## config.mk

```make
export PLATFORM = sky130hd
export DESIGN_NAME = battery_percent_gauge
export DESIGN_NICKNAME = d
export VERILOG_FILES = /design/src/rtl/bpg_pkg.sv /design/src/rtl/bpg_level.sv /design/src/rtl/battery_percent_gauge.sv
export SDC_FILE = /design/constraint.sdc
export NUM_CORES = 1
export LEC_CHECK = 0
export BUFFER_PORTS_ARGS = -buffer_cell sky130_fd_sc_hd__buf_2
export CORE_MARGIN = 2
export CORE_UTILIZATION = 37
export DETAILED_ROUTE_END_ITERATION = 10
export GPL_ROUTABILITY_DRIVEN = 0
export GPL_TIMING_DRIVEN = 0
export MAX_ROUTING_LAYER = met4
export SYNTH_ARGS = -nofsm -noshare
export SYNTH_HDL_FRONTEND = slang
export SYNTH_SLANG_ARGS = --single-unit
export TNS_END_PERCENT = 30
```

## constraint.sdc

```tcl
create_clock -name clk -period 10.37 [get_ports clk]
set_input_delay 1.037 -clock clk [delete_from_list [all_inputs] [get_ports clk]]
set_output_delay 1.037 -clock clk [all_outputs]
set_load 0.005 [all_outputs]
```

## src/rtl/bpg_pkg.sv

```systemverilog
`default_nettype none

package bpg_pkg;

  // field widths
  localparam int unsigned SAMPLE_W  = 12;
  localparam int unsigned PERCENT_W = 7;
  localparam int unsigned AVG_W     = 12;
  localparam int unsigned PERIOD_W  = 8;
  localparam int unsigned CNT_W     = 8;

  // accumulator widths
  localparam int unsigned HSUM_W = 11;
  localparam int unsigned NSUM_W = 7;
  localparam int unsigned IDX_W  = 3;

  // configuration register indexes
  localparam int unsigned CFG_ADDR_W = 1;
  localparam logic [CFG_ADDR_W-1:0] CFG_SLOW_PERIOD   = 1'd0;
  localparam logic [CFG_ADDR_W-1:0] CFG_SAFETY_PERIOD = 1'd1;

  localparam logic [PERIOD_W-1:0] SLOW_PERIOD_RST   = 8'd30;
  localparam logic [PERIOD_W-1:0] SAFETY_PERIOD_RST = 8'd60;

  // voltage breakpoints
  localparam logic [AVG_W-1:0] V_EMPTY  = 12'd1450;
  localparam logic [AVG_W-1:0] V_SEG2   = 12'd1886;
  localparam logic [AVG_W-1:0] V_SEG3   = 12'd2020;
  localparam logic [AVG_W-1:0] V_SAFETY = 12'd2060;
  localparam logic [AVG_W-1:0] V_SEG4   = 12'd2100;
  localparam logic [AVG_W-1:0] V_FULL   = 12'd2118;

  localparam logic [PERCENT_W-1:0] LVL_FULL_TARGET = 7'd120;
  localparam logic [PERCENT_W-1:0] LVL_MAX         = 7'd100;

  typedef struct packed {
    logic [SAMPLE_W-1:0] sample;
    logic                charging;
  } bpg_in_t;

  typedef struct packed {
    logic [PERCENT_W-1:0] percent;
    logic [AVG_W-1:0]     average;
    logic                 full_detected;
    logic                 power_off_request;
  } bpg_out_t;

  // level tracking state carried between measurements
  typedef struct packed {
    logic [PERCENT_W-1:0] level;
    logic [CNT_W-1:0]     slow_cnt;
    logic [CNT_W-1:0]     safety_cnt;
  } bpg_state_t;

endpackage

`default_nettype wire

```

## src/rtl/bpg_level.sv

```systemverilog
`default_nettype none

module bpg_level (
  input  wire logic [bpg_pkg::AVG_W-1:0]    avg,
  input  wire logic                         charging,
  input  wire logic [bpg_pkg::PERIOD_W-1:0] slow_period,
  input  wire logic [bpg_pkg::PERIOD_W-1:0] safety_period,
  input  wire bpg_pkg::bpg_state_t          st,
  output bpg_pkg::bpg_state_t               st_nxt,
  output logic                              full,
  output logic                              power_off
);
  import bpg_pkg::*;

  logic [AVG_W-1:0]     d1, d2, d3, d4;
  logic [PERCENT_W-1:0] target;
  logic [PERCENT_W-1:0] target_chg;
  logic                 chg_below;
  logic [PERCENT_W-1:0] lvl_bat;
  logic [CNT_W:0]       slow_inc, safety_inc;
  logic [CNT_W-1:0]     safety_base;
  logic                 slow_step, safety_step;
  logic                 slow_want;
  logic [PERCENT_W-1:0] lvl_raw;

  // piecewise-linear target map
  always_comb begin
    d1 = avg - V_EMPTY;
    d2 = avg - V_SEG2;
    d3 = avg - V_SEG3;
    d4 = avg - V_SEG4;
    if (avg > V_FULL) begin
      target = LVL_FULL_TARGET;
    end else if (avg >= V_SEG4) begin
      target = d4[PERCENT_W-1:0] + 7'd100;
    end else if (avg >= V_SEG3) begin
      target = d3[PERCENT_W:1] + 7'd60;
    end else if (avg >= V_SEG2) begin
      target = d2[PERCENT_W+1:2] + 7'd27;
    end else begin
      target = d1[PERCENT_W+3:4];
    end
  end

  // remap while charging; a target of exactly 15 underflows to "always below"
  always_comb begin
    if (target < 7'd15) begin
      target_chg = 7'd1;
    end else if (target < 7'd30) begin
      target_chg = target - 7'd16;
    end else if (target < 7'd40) begin
      target_chg = target - 7'd17;
    end else if (target < LVL_FULL_TARGET) begin
      target_chg = target - 7'd18;
    end else begin
      target_chg = target;
    end
    chg_below = (target == 7'd15) || (st.level < target_chg);
  end

  always_comb begin
    lvl_bat   = (st.level == '0) ? target : st.level;
    slow_want = charging ? chg_below : (lvl_bat > target);

    slow_inc  = {1'b0, st.slow_cnt} + 9'd1;
    slow_step = slow_want && (slow_inc > {1'b0, slow_period});

    safety_base = (charging && slow_step) ? '0 : st.safety_cnt;
    safety_inc  = {1'b0, safety_base} + 9'd1;
    safety_step = charging && (avg > V_SAFETY) && (safety_inc > {1'b0, safety_period});

    st_nxt    = st;
    full      = 1'b0;
    power_off = 1'b0;
    lvl_raw   = st.level;

    if (avg < V_EMPTY) begin
      lvl_raw   = '0;
      power_off = !charging;
    end else begin
      full = avg > V_FULL;
      if (slow_want) begin
        st_nxt.slow_cnt = slow_step ? '0 : slow_inc[CNT_W-1:0];
      end
      if (charging) begin
        if (avg > V_SAFETY) begin
          st_nxt.safety_cnt = safety_step ? '0 : safety_inc[CNT_W-1:0];
        end else begin
          st_nxt.safety_cnt = safety_base;
        end
        lvl_raw = st.level + {6'd0, slow_step} + {6'd0, safety_step};
      end else begin
        lvl_raw = lvl_bat - {6'd0, slow_step};
      end
    end
    st_nxt.level = (lvl_raw > LVL_MAX) ? LVL_MAX : lvl_raw;
  end

endmodule

`default_nettype wire

```

## src/rtl/battery_percent_gauge.sv

```systemverilog
`default_nettype none

// channel  | ports                         | moves
// ---------+-------------------------------+-------------------------------------
// input    | in_valid, in_ready, in_data   | one adc sample and charger flag
// result   | out_valid, out_ready, out_data| percent, average, full, power-off
// config   | cfg_we, cfg_addr, cfg_wdata   | slow / safety step periods
//
// one sample transfer per cycle while in_ready is high; every eighth sample closes a group
// the closing transfer loads the average register; once the result register is empty or being taken,
// the average moves on into the result register and out_valid rises
// rst_n is synchronous: sums, index, level, counters cleared, periods to 30 / 60
// while a finished group waits in the average register behind an untaken result,
// in_ready is low and no sample transfers, closing or not

module battery_percent_gauge (
  input  wire logic                           clk,
  input  wire logic                           rst_n,
  input  wire logic                           in_valid,
  output logic                                in_ready,
  input  wire bpg_pkg::bpg_in_t               in_data,
  output logic                                out_valid,
  input  wire logic                           out_ready,
  output bpg_pkg::bpg_out_t                   out_data,
  input  wire logic                           cfg_we,
  input  wire logic [bpg_pkg::CFG_ADDR_W-1:0] cfg_addr,
  input  wire logic [bpg_pkg::PERIOD_W-1:0]   cfg_wdata
);
  import bpg_pkg::*;

  // configuration
  logic [PERIOD_W-1:0] slow_period_r, safety_period_r;

  // group accumulator
  logic [HSUM_W-1:0] hsum_r, hsum_nxt;
  logic [NSUM_W-1:0] nsum_r, nsum_nxt;
  logic [IDX_W-1:0]  idx_r;

  // average stage
  logic              avg_valid_r;
  logic [AVG_W-1:0]  avg_r, avg_nxt;
  logic              avg_chg_r;
  logic [HSUM_W+4:0] avg_sum;

  // level state and result register
  bpg_state_t st_r, st_nxt;
  logic       full, power_off;
  logic       out_valid_r;
  bpg_out_t   out_r;

  logic in_xfer, group_done, avg_adv;

  assign avg_adv    = avg_valid_r && (!out_valid_r || out_ready);
  assign in_ready   = !avg_valid_r || avg_adv;
  assign in_xfer    = in_valid && in_ready;
  assign group_done = (idx_r == IDX_W'(7));

  // running sums of high bytes and low nibbles
  assign hsum_nxt = hsum_r + {3'd0, in_data.sample[SAMPLE_W-1:4]};
  assign nsum_nxt = nsum_r + {3'd0, in_data.sample[3:0]};

  // average: high sum scaled back up, plus only the upper part of the nibble sum
  assign avg_sum = {1'b0, hsum_nxt, 4'd0} + {9'd0, nsum_nxt[NSUM_W-1:4], 4'd0};
  assign avg_nxt = avg_sum[AVG_W+2:3];

  always_ff @(posedge clk) begin
    if (!rst_n) begin
      slow_period_r   <= SLOW_PERIOD_RST;
      safety_period_r <= SAFETY_PERIOD_RST;
    end else if (cfg_we) begin
      unique case (cfg_addr)
        CFG_SLOW_PERIOD:   slow_period_r   <= cfg_wdata;
        CFG_SAFETY_PERIOD: safety_period_r <= cfg_wdata;
        default: ;
      endcase
    end
  end

  always_ff @(posedge clk) begin
    if (!rst_n) begin
      hsum_r <= '0;
      nsum_r <= '0;
      idx_r  <= '0;
    end else if (in_xfer) begin
      idx_r <= idx_r + IDX_W'(1);
      if (group_done) begin
        hsum_r <= '0;
        nsum_r <= '0;
      end else begin
        hsum_r <= hsum_nxt;
        nsum_r <= nsum_nxt;
      end
    end
  end

  // average register holds one finished group until the result side takes it
  always_ff @(posedge clk) begin
    if (!rst_n) begin
      avg_valid_r <= 1'b0;
    end else if (in_xfer && group_done) begin
      avg_valid_r <= 1'b1;
    end else if (avg_adv) begin
      avg_valid_r <= 1'b0;
    end
  end

  always_ff @(posedge clk) begin
    if (in_xfer && group_done) begin
      avg_r     <= avg_nxt;
      avg_chg_r <= in_data.charging;
    end
  end

  bpg_level u_level (
    .avg           (avg_r),
    .charging      (avg_chg_r),
    .slow_period   (slow_period_r),
    .safety_period (safety_period_r),
    .st            (st_r),
    .st_nxt        (st_nxt),
    .full          (full),
    .power_off     (power_off)
  );

  // level state moves only when a measurement reaches the result register
  always_ff @(posedge clk) begin
    if (!rst_n) begin
      st_r <= '0;
    end else if (avg_adv) begin
      st_r <= st_nxt;
    end
  end

  always_ff @(posedge clk) begin
    if (!rst_n) begin
      out_valid_r <= 1'b0;
    end else if (avg_adv) begin
      out_valid_r <= 1'b1;
    end else if (out_ready) begin
      out_valid_r <= 1'b0;
    end
  end

  always_ff @(posedge clk) begin
    if (avg_adv) begin
      out_r.percent           <= st_nxt.level;
      out_r.average           <= avg_r;
      out_r.full_detected     <= full;
      out_r.power_off_request <= power_off;
    end
  end

  assign out_valid = out_valid_r;
  assign out_data  = out_r;

endmodule

`default_nettype wire
```

==> results.toml, run 1 <==
[placed_design]
io_buffers = 47
place_inst = 1197
place_hpwl_um = 14630

[die]
core_mm2 = 0.01946
die_y_um = 144.6
pin_count = 50
floorplan.initialDensity_pct = 37.58
die-area_mm2 = 0.02091
die_w_um = 144.6
rows = 51

[sta]
rsz0062_at_grt = "no"
finClkSkew_ns = 0.01060
slew_viol_final = 0
worst_pin_slew_ns = 0.9671
period_share_pct = 93.55
slew_headroom_pct = 35.46
final_hold_viol_count = 0
setup_viol = 0
min_period_ns = 9.701
fmaxAchievable_ghz = 0.1031
tns_ns = 0

[power]
combinationalPowerShare_pct = 11.2
peakVddDrop_mv = 0.06950
p_seq_share_pct = 45.3
internal-power_mw = 0.6715
switching_power_mw = 0.2086
p_total_mw = 0.8800
p_sw_share_pct = 23.70
pwr-share-clk_pct = 43.5
powerDensity_mw_per_mm2 = 106.0
leakagePower_nw = 3.469

[yosys]
async_reset_ff_share_pct = 0
yosysSeqAreaShare_pct = 30.11
avgSynthCellArea_um2 = 8.265
ys.flop_type = "dfxtp_1"
ys_ff_latch = 94
ys_types = 78
synth_area_leaders = "dfxtp_1, edfxtp_1, ha_1"
syn_nets = 988
ys_warn_count = 0
synthCells = 885
synth_top_area_share_pct = 16.97
yosysTopAreaCell = "dfxtp_1"
synth_edf_count = 32
syn_area_mm2 = 0.007315

[global_routing]
grt_max_degree = 27
grt_pass1_wl_um = 31190
antenna_found_initial = 0
grt_usage_pct = 19.30
grt_pass1_vias = 6179
grt_overflow = 0

[layout]
diodes = 0
final_common_cell = "nand2_1"
ff_latch_area_mm2 = 0.002202
drive_gt1_share_pct = 10.85
area_growth_pct = 13.51
layout_common_cells = "nand2_1, nor2_1, ha_1"
multi_input_area_mm2 = 0.004803
fin_nets = 1047
layout.cells.non_filler = 1214
fill_cells = 1961

[detailed_routing]
postRouteAntennaNets = 0
drc_errors = 0
drt-pass1-iter-count = 5
num_vias = 6525
totalWireLength_um = 18780
drtIter0Drc = 464
post_drt_wl_per_cell_um = 15.47
avgViaCountPerCell = 5.375

[clocking]
clkSlewWorstSetupHoldPaths_ns = 0.07
clock_tree.buffer_depth = 2
cts_max_level = 3
clkLatencyLatePin_ns = 0.35
clock-sinks = 94
numCtsBuffers = 9
cts_root_buf = "clkbuf_16"
cts_tree = "done"

[setup_path]
rr_startpoint = "avg_r[5]"
cpMostUsedCell = "ha_1"
cp_top_family = "compound AO/OA/AOI/OAI gates"
arrival_ns = 9.79
cp_num_buf_inv = 5
crit_slowest_cell = "edfxtp_1"
end_kind = "register"
cp-start-kind = "register"
worstPathMaxFanout = 10
r2r_setup_slack_ns = 0.67
cpPeakStageDelay_ns = 0.48
worstSetupPathDepth = 41
critical_path_class = "register to register"
cp.required_ns = 10.46
rr_endpoint = "out_data[16]"
reg2regPathDepth = 41

[flow_run]
max_cap_viol_count = 0

[min_path]
worstHoldStart = "safety_period_r[1]"
hp-class = "register to register"
hold_depth = 2
min_to = "safety_period_r[1]"

[outcome]
outcome = "completed"
worst min-delay path: cells and delay by family, from the launching register on:
family	cells	cell delay, ns
flops	1	0.31
simple gates	1	0.05
compound gates	1	0.05
synth_stat cells (4+ instances only):
cell and n:
o211ai_1 20, edfxtp_1 32, a211oi_1 8, o21a_1 13, nand3_1 34, and3_1 19
o21ai_0 45, and2_1 9, or3_1 8, a21o_1 16, a21oi_1 70, o21bai_1 5
nand2b_1 10, nand2_1 85, dfxtp_1 62, buf_2 8, inv_1 58, xnor2_1 43
o31ai_1 5, fa_1 4, a31oi_1 10, nor2b_1 13, xor2_1 14, or4_1 5
nand4_1 12, clkbuf_1 21, ha_1 72, nor3_1 14, nor2_1 82, a22oi_1 12
per-layer routing:
metal  global-route usage [%]  vias to the layer above  routed length (µm)
met5                        -                        -                   0
met4                    6.387                        0                 399
met3                    1.722                       27                 582
met2                    30.71                      142                8683
met1                    25.98                     3038                9119
li1                         -                     3318                   -
cell type report:
type	count	area share [%]
clock buffers	9	2.712
flip-flops and latches	94	26.52
plain buffers	32	1.703
multi-input cells	697	57.85
well taps	265	3.993
inverters	61	2.758
repair buffers	49	3.014
clock inverters	7	1.447
how the worst max path moves through the flow:
stage                              end  startpoint  slack, ns
after floorplan           out_data[16]    avg_r[5]       1.62
after global placement    out_data[16]    avg_r[5]       0.08
after detailed placement  out_data[16]    avg_r[5]       0.10
after CTS                 out_data[16]    avg_r[5]       0.04
after global routing      out_data[16]    avg_r[2]       0.01
final                     out_data[16]    avg_r[5]       0.67
what timing repair did:
item                       4_1_cts  5_1_grt
buffers inserted                 0        2
setup endpoints to repair        0       12
hold buffers                     0        0
gates resized for setup          0       14
stage by stage:
step / worst slack [ns] / utilization (%) / area, µm² / hold WS [ns]
after floorplan: 1.620 / - / 7315 / 0.4363
after global placement: 0.08312 / 40.50 / 7881 / 0.4448
after detailed placement: 0.1023 / 40.50 / 7881 / 0.4491
after CTS: 0.04153 / 42.27 / 8227 / 0.4589
after global routing: 0.01461 / 42.66 / 8303 / 0.4716
final: 0.6691 / 42.66 / 8303 / 0.4577
flip-flops by register name, indices dropped and copies added (netlist names), 3 cells and up:
signal and flops:
slow_period_r 8, hsum_r 11, nsum_r 7, idx_r 3, safety_period_r 8, avg_r 11
out_data 20, st_r 23
cells by family after synthesis:
group | count (synthesis) | share of synthesized area (%)
buffers and inverters | 94 | 5.115
adders and majority gates | 76 | 13.41
DFF | 94 | 30.11
other | 1 | 0.05127
and+or+nand+nor | 308 | 20.56
muxes | 6 | 0.8724
AOI/OAI and AO/OA | 249 | 23.06
xor gates and xnor gates | 57 | 6.825
power groups by stage:
stage	Combinational [mW]	Sequential, mW	Clock [mW]
finish	0.0989	0.398	0.383
global route	0.113	0.400	0.409
CTS	0.0995	0.398	0.392
detailed placement	0.0986	0.407	0
global placement	0.0959	0.406	0
floorplan	0.0737	0.405	0
No activity file was read; power rests on OpenSTA's default activity.
==> inputs of run 2 (changes only) <==
--- a/config.mk
+++ b/config.mk
@@ -5,6 +5,7 @@
 export SDC_FILE = /design/constraint.sdc
 export NUM_CORES = 1
 export LEC_CHECK = 0
+export ABC_AREA = 1
 export BUFFER_PORTS_ARGS = -buffer_cell sky130_fd_sc_hd__buf_2
 export CORE_MARGIN = 2
 export CORE_UTILIZATION = 37
==> run 2 against run 1 <==
  * Global-route usage is 1.8 points lower
  * Sequential power hardly changed
  * Utilization is 0.43 points lower
  * Synthesized area is 1.1% higher
  * Synthesized cell count is 17% higher
  * Die area is 1.0% higher
  * Clock power is 16% lower
  * Critical path depth is 18 higher
  * Clock skew is 0.0022 ns higher
  * Worst setup slack better by 0.73 ns
  * Sequential share of layout area is 0.19 points higher
  * Critical endpoint is now st_r[20]
==> results.toml, run 2 <==
[outcome]
outcome = "completed"

[detailed_routing]
postRouteAntennaNets = 0
drc_errors = 0
drtIter0Drc = 473
totalWireLength_um = 17780
num_vias = 6652
post_drt_wl_per_cell_um = 13.01
avgViaCountPerCell = 4.870
drt-pass1-iter-count = 4

[yosys]
syn_area_mm2 = 0.007392
synth_most_common_cell = "nand2_1"
synth_common_cells = "nand2_1, inv_1, nor2_1, a21oi_1, ha_1"
async_reset_ff_share_pct = 0
yosysSeqAreaShare_pct = 29.79
ys_types = 59
synth_top_area_share_pct = 16.79
synth_edf_count = 32
ys_ff_latch = 94
yosysTopAreaCell = "dfxtp_1"
ys.flop_type = "dfxtp_1"
synthCells = 1038
syn_nets = 1141
ys_warn_count = 0
synth_area_leaders = "dfxtp_1, edfxtp_1, nand2_1"
avgSynthCellArea_um2 = 7.121

[sta]
setup_ws_ns = 1.399
fmaxAchievable_ghz = 0.1115
setup_viol = 0
worst_pin_slew_ns = 0.9841
finClkSkew_ns = 0.01275
rsz0062_at_grt = "no"
slew_viol_final = 0
slew_headroom_pct = 34.32
min_period_ns = 8.971
period_share_pct = 86.51
final_hold_viol_count = 0
tns_ns = 0
holdWs_ns = 0.4587

[global_routing]
grt_max_degree = 25
grt_usage_pct = 17.51
grt_overflow = 0
antenna_found_initial = 0
grt_pass1_vias = 6270
grt_pass1_wl_um = 29930

[placed_design]
dp_slack_ns = 1.598
place_inst = 1350
io_buffers = 47
place_area_mm2 = 0.007959
place_hpwl_um = 13850

[die]
die_y_um = 145.3
die_w_um = 145.3
floorplan.initialDensity_pct = 37.86
rows = 51
core_mm2 = 0.01953
die-area_mm2 = 0.02113
pin_count = 50

[layout]
largest_reg_flops = 23
area_growth_pct = 11.54
final_common_cell = "nand2_1"
diodes = 0
utilization_pct = 42.23
drive_gt1_share_pct = 12.17
top_register = "st_r"
finish.instance_area_mm2 = 0.008245
layout_common_cells = "nand2_1, inv_1, nor2_1"
layout.cells.non_filler = 1366
fin_nets = 1199

[setup_path]
rr_startpoint = "avg_r[4]"
r2r_setup_slack_ns = 1.40
crit_slowest_cell = "edfxtp_1"
cpPeakStageDelay_ns = 0.51
cpMostUsedCell = "nor2_1"
arrival_ns = 9.24
reg2regPathDepth = 59
cp.required_ns = 10.64
worstPathMaxFanout = 10
end_kind = "register"
cp-start-kind = "register"
critical_path_class = "register to register"
rr_endpoint = "st_r[20]"

[clocking]
cts_hold_buf = 0
cts_resized = 0
cts_max_level = 3
clkSlewWorstSetupHoldPaths_ns = 0.07
clock_tree.buffer_depth = 2
cts_root_buf = "clkbuf_16"
numCtsBuffers = 9
postCtsSetupBuffers = 0
cts_tree = "done"
clkLatencyLatePin_ns = 0.36
clock-sinks = 94

[min_path]
hp-class = "register to register"
min_to = "idx_r[0]"
worstHoldStart = "idx_r[0]"
hold_depth = 1

[power]
peakVddDrop_mv = 0.07338
p_total_mw = 0.8247
leakagePower_nw = 3.984
powerDensity_mw_per_mm2 = 100.0

[flow_run]
max_cap_viol_count = 0
-- run 2: cell count changes after synthesis, moves of 13 or more --
cell / previous run / this run
nand3_1: 34 / 63
inv_1: 58 / 145
xnor2_1: 43 / 6
nor2b_1: 13 / 0
a21oi_1: 70 / 84
a21o_1: 16 / 2
nand2_1: 85 / 249
and3_1: 19 / 1
xor2_1: 14 / 30
-- run 2: kinds of logic (layout without fill, tap and decap cells) --
logic type               after synthesis  count (layout)  synth area share (%)
AO/OA/AOI/OAI                        188             188                 14.81
other                                  1               1               0.05073
buffers and inverters                180             243                 9.868
flip-flops                            94              94                 29.79
AND/OR/NAND/NOR                      462             462                 27.73
adder cells (fa/ha/maj)               76              76                 13.27
XOR/XNOR                              37              37                 4.485
-- run 2: area by class of cell --
cell class | instances | area (µm²)
inverter | 158 | 595.6
tap | 265 | 331.6
fill | 2098 | 11280
multi-input combinational | 764 | 4461
timing repair buffer | 47 | 235.2
sequential | 94 | 2202
clock inverter | 5 | 33.78
buffer | 22 | 133.9
clock buffer | 11 | 252.7
-- run 2: how the worst max path moves through the flow --
| stage | start | to | slack, ns | cells past startpoint |
|---|---|---|---|---|
| after global placement | avg_r[4] | st_r[20] | 1.56 | 59 |
| after detailed placement | avg_r[4] | st_r[20] | 1.60 | 59 |
| final | avg_r[4] | st_r[20] | 1.40 | 59 |
| after CTS | avg_r[4] | st_r[20] | 1.51 | 59 |
| after floorplan | avg_r[4] | st_r[20] | 3.11 | 59 |
| after global routing | avg_r[4] | st_r[20] | 0.44 | 59 |
-- run 2: per-layer routing --
| layer | part of all wire (%) | wire length [µm] | track usage, % |
|---|---|---|---|
| met5 | 0 | 0 | - |
| met4 | 1.6 | 281 | 6.127 |
| met3 | 3.6 | 632 | 1.944 |
| met2 | 46 | 8265 | 28.46 |
| met1 | 48 | 8599 | 22.72 |
-- run 2: worst max-delay path: cells and delay by family (launching register included) --
family                   cells  cell delay [ns]
flip-flops                   1             0.51
buffers and inverters       10             1.21
XOR/XNOR                     2             0.33
adder cells (fa/ha/maj)      7             1.69
AO/OA/AOI/OAI               13             1.70
AND/OR/NAND/NOR             27             3.41
-- run 2: where the power goes --
| part | switching [mW] | internal, mW | total, mW |
|---|---|---|---|
| clock network | 0.146 | 0.175 | 0.322 |
| registers | 0.00558 | 0.393 | 0.399 |
| logic | 0.0645 | 0.0396 | 0.104 |
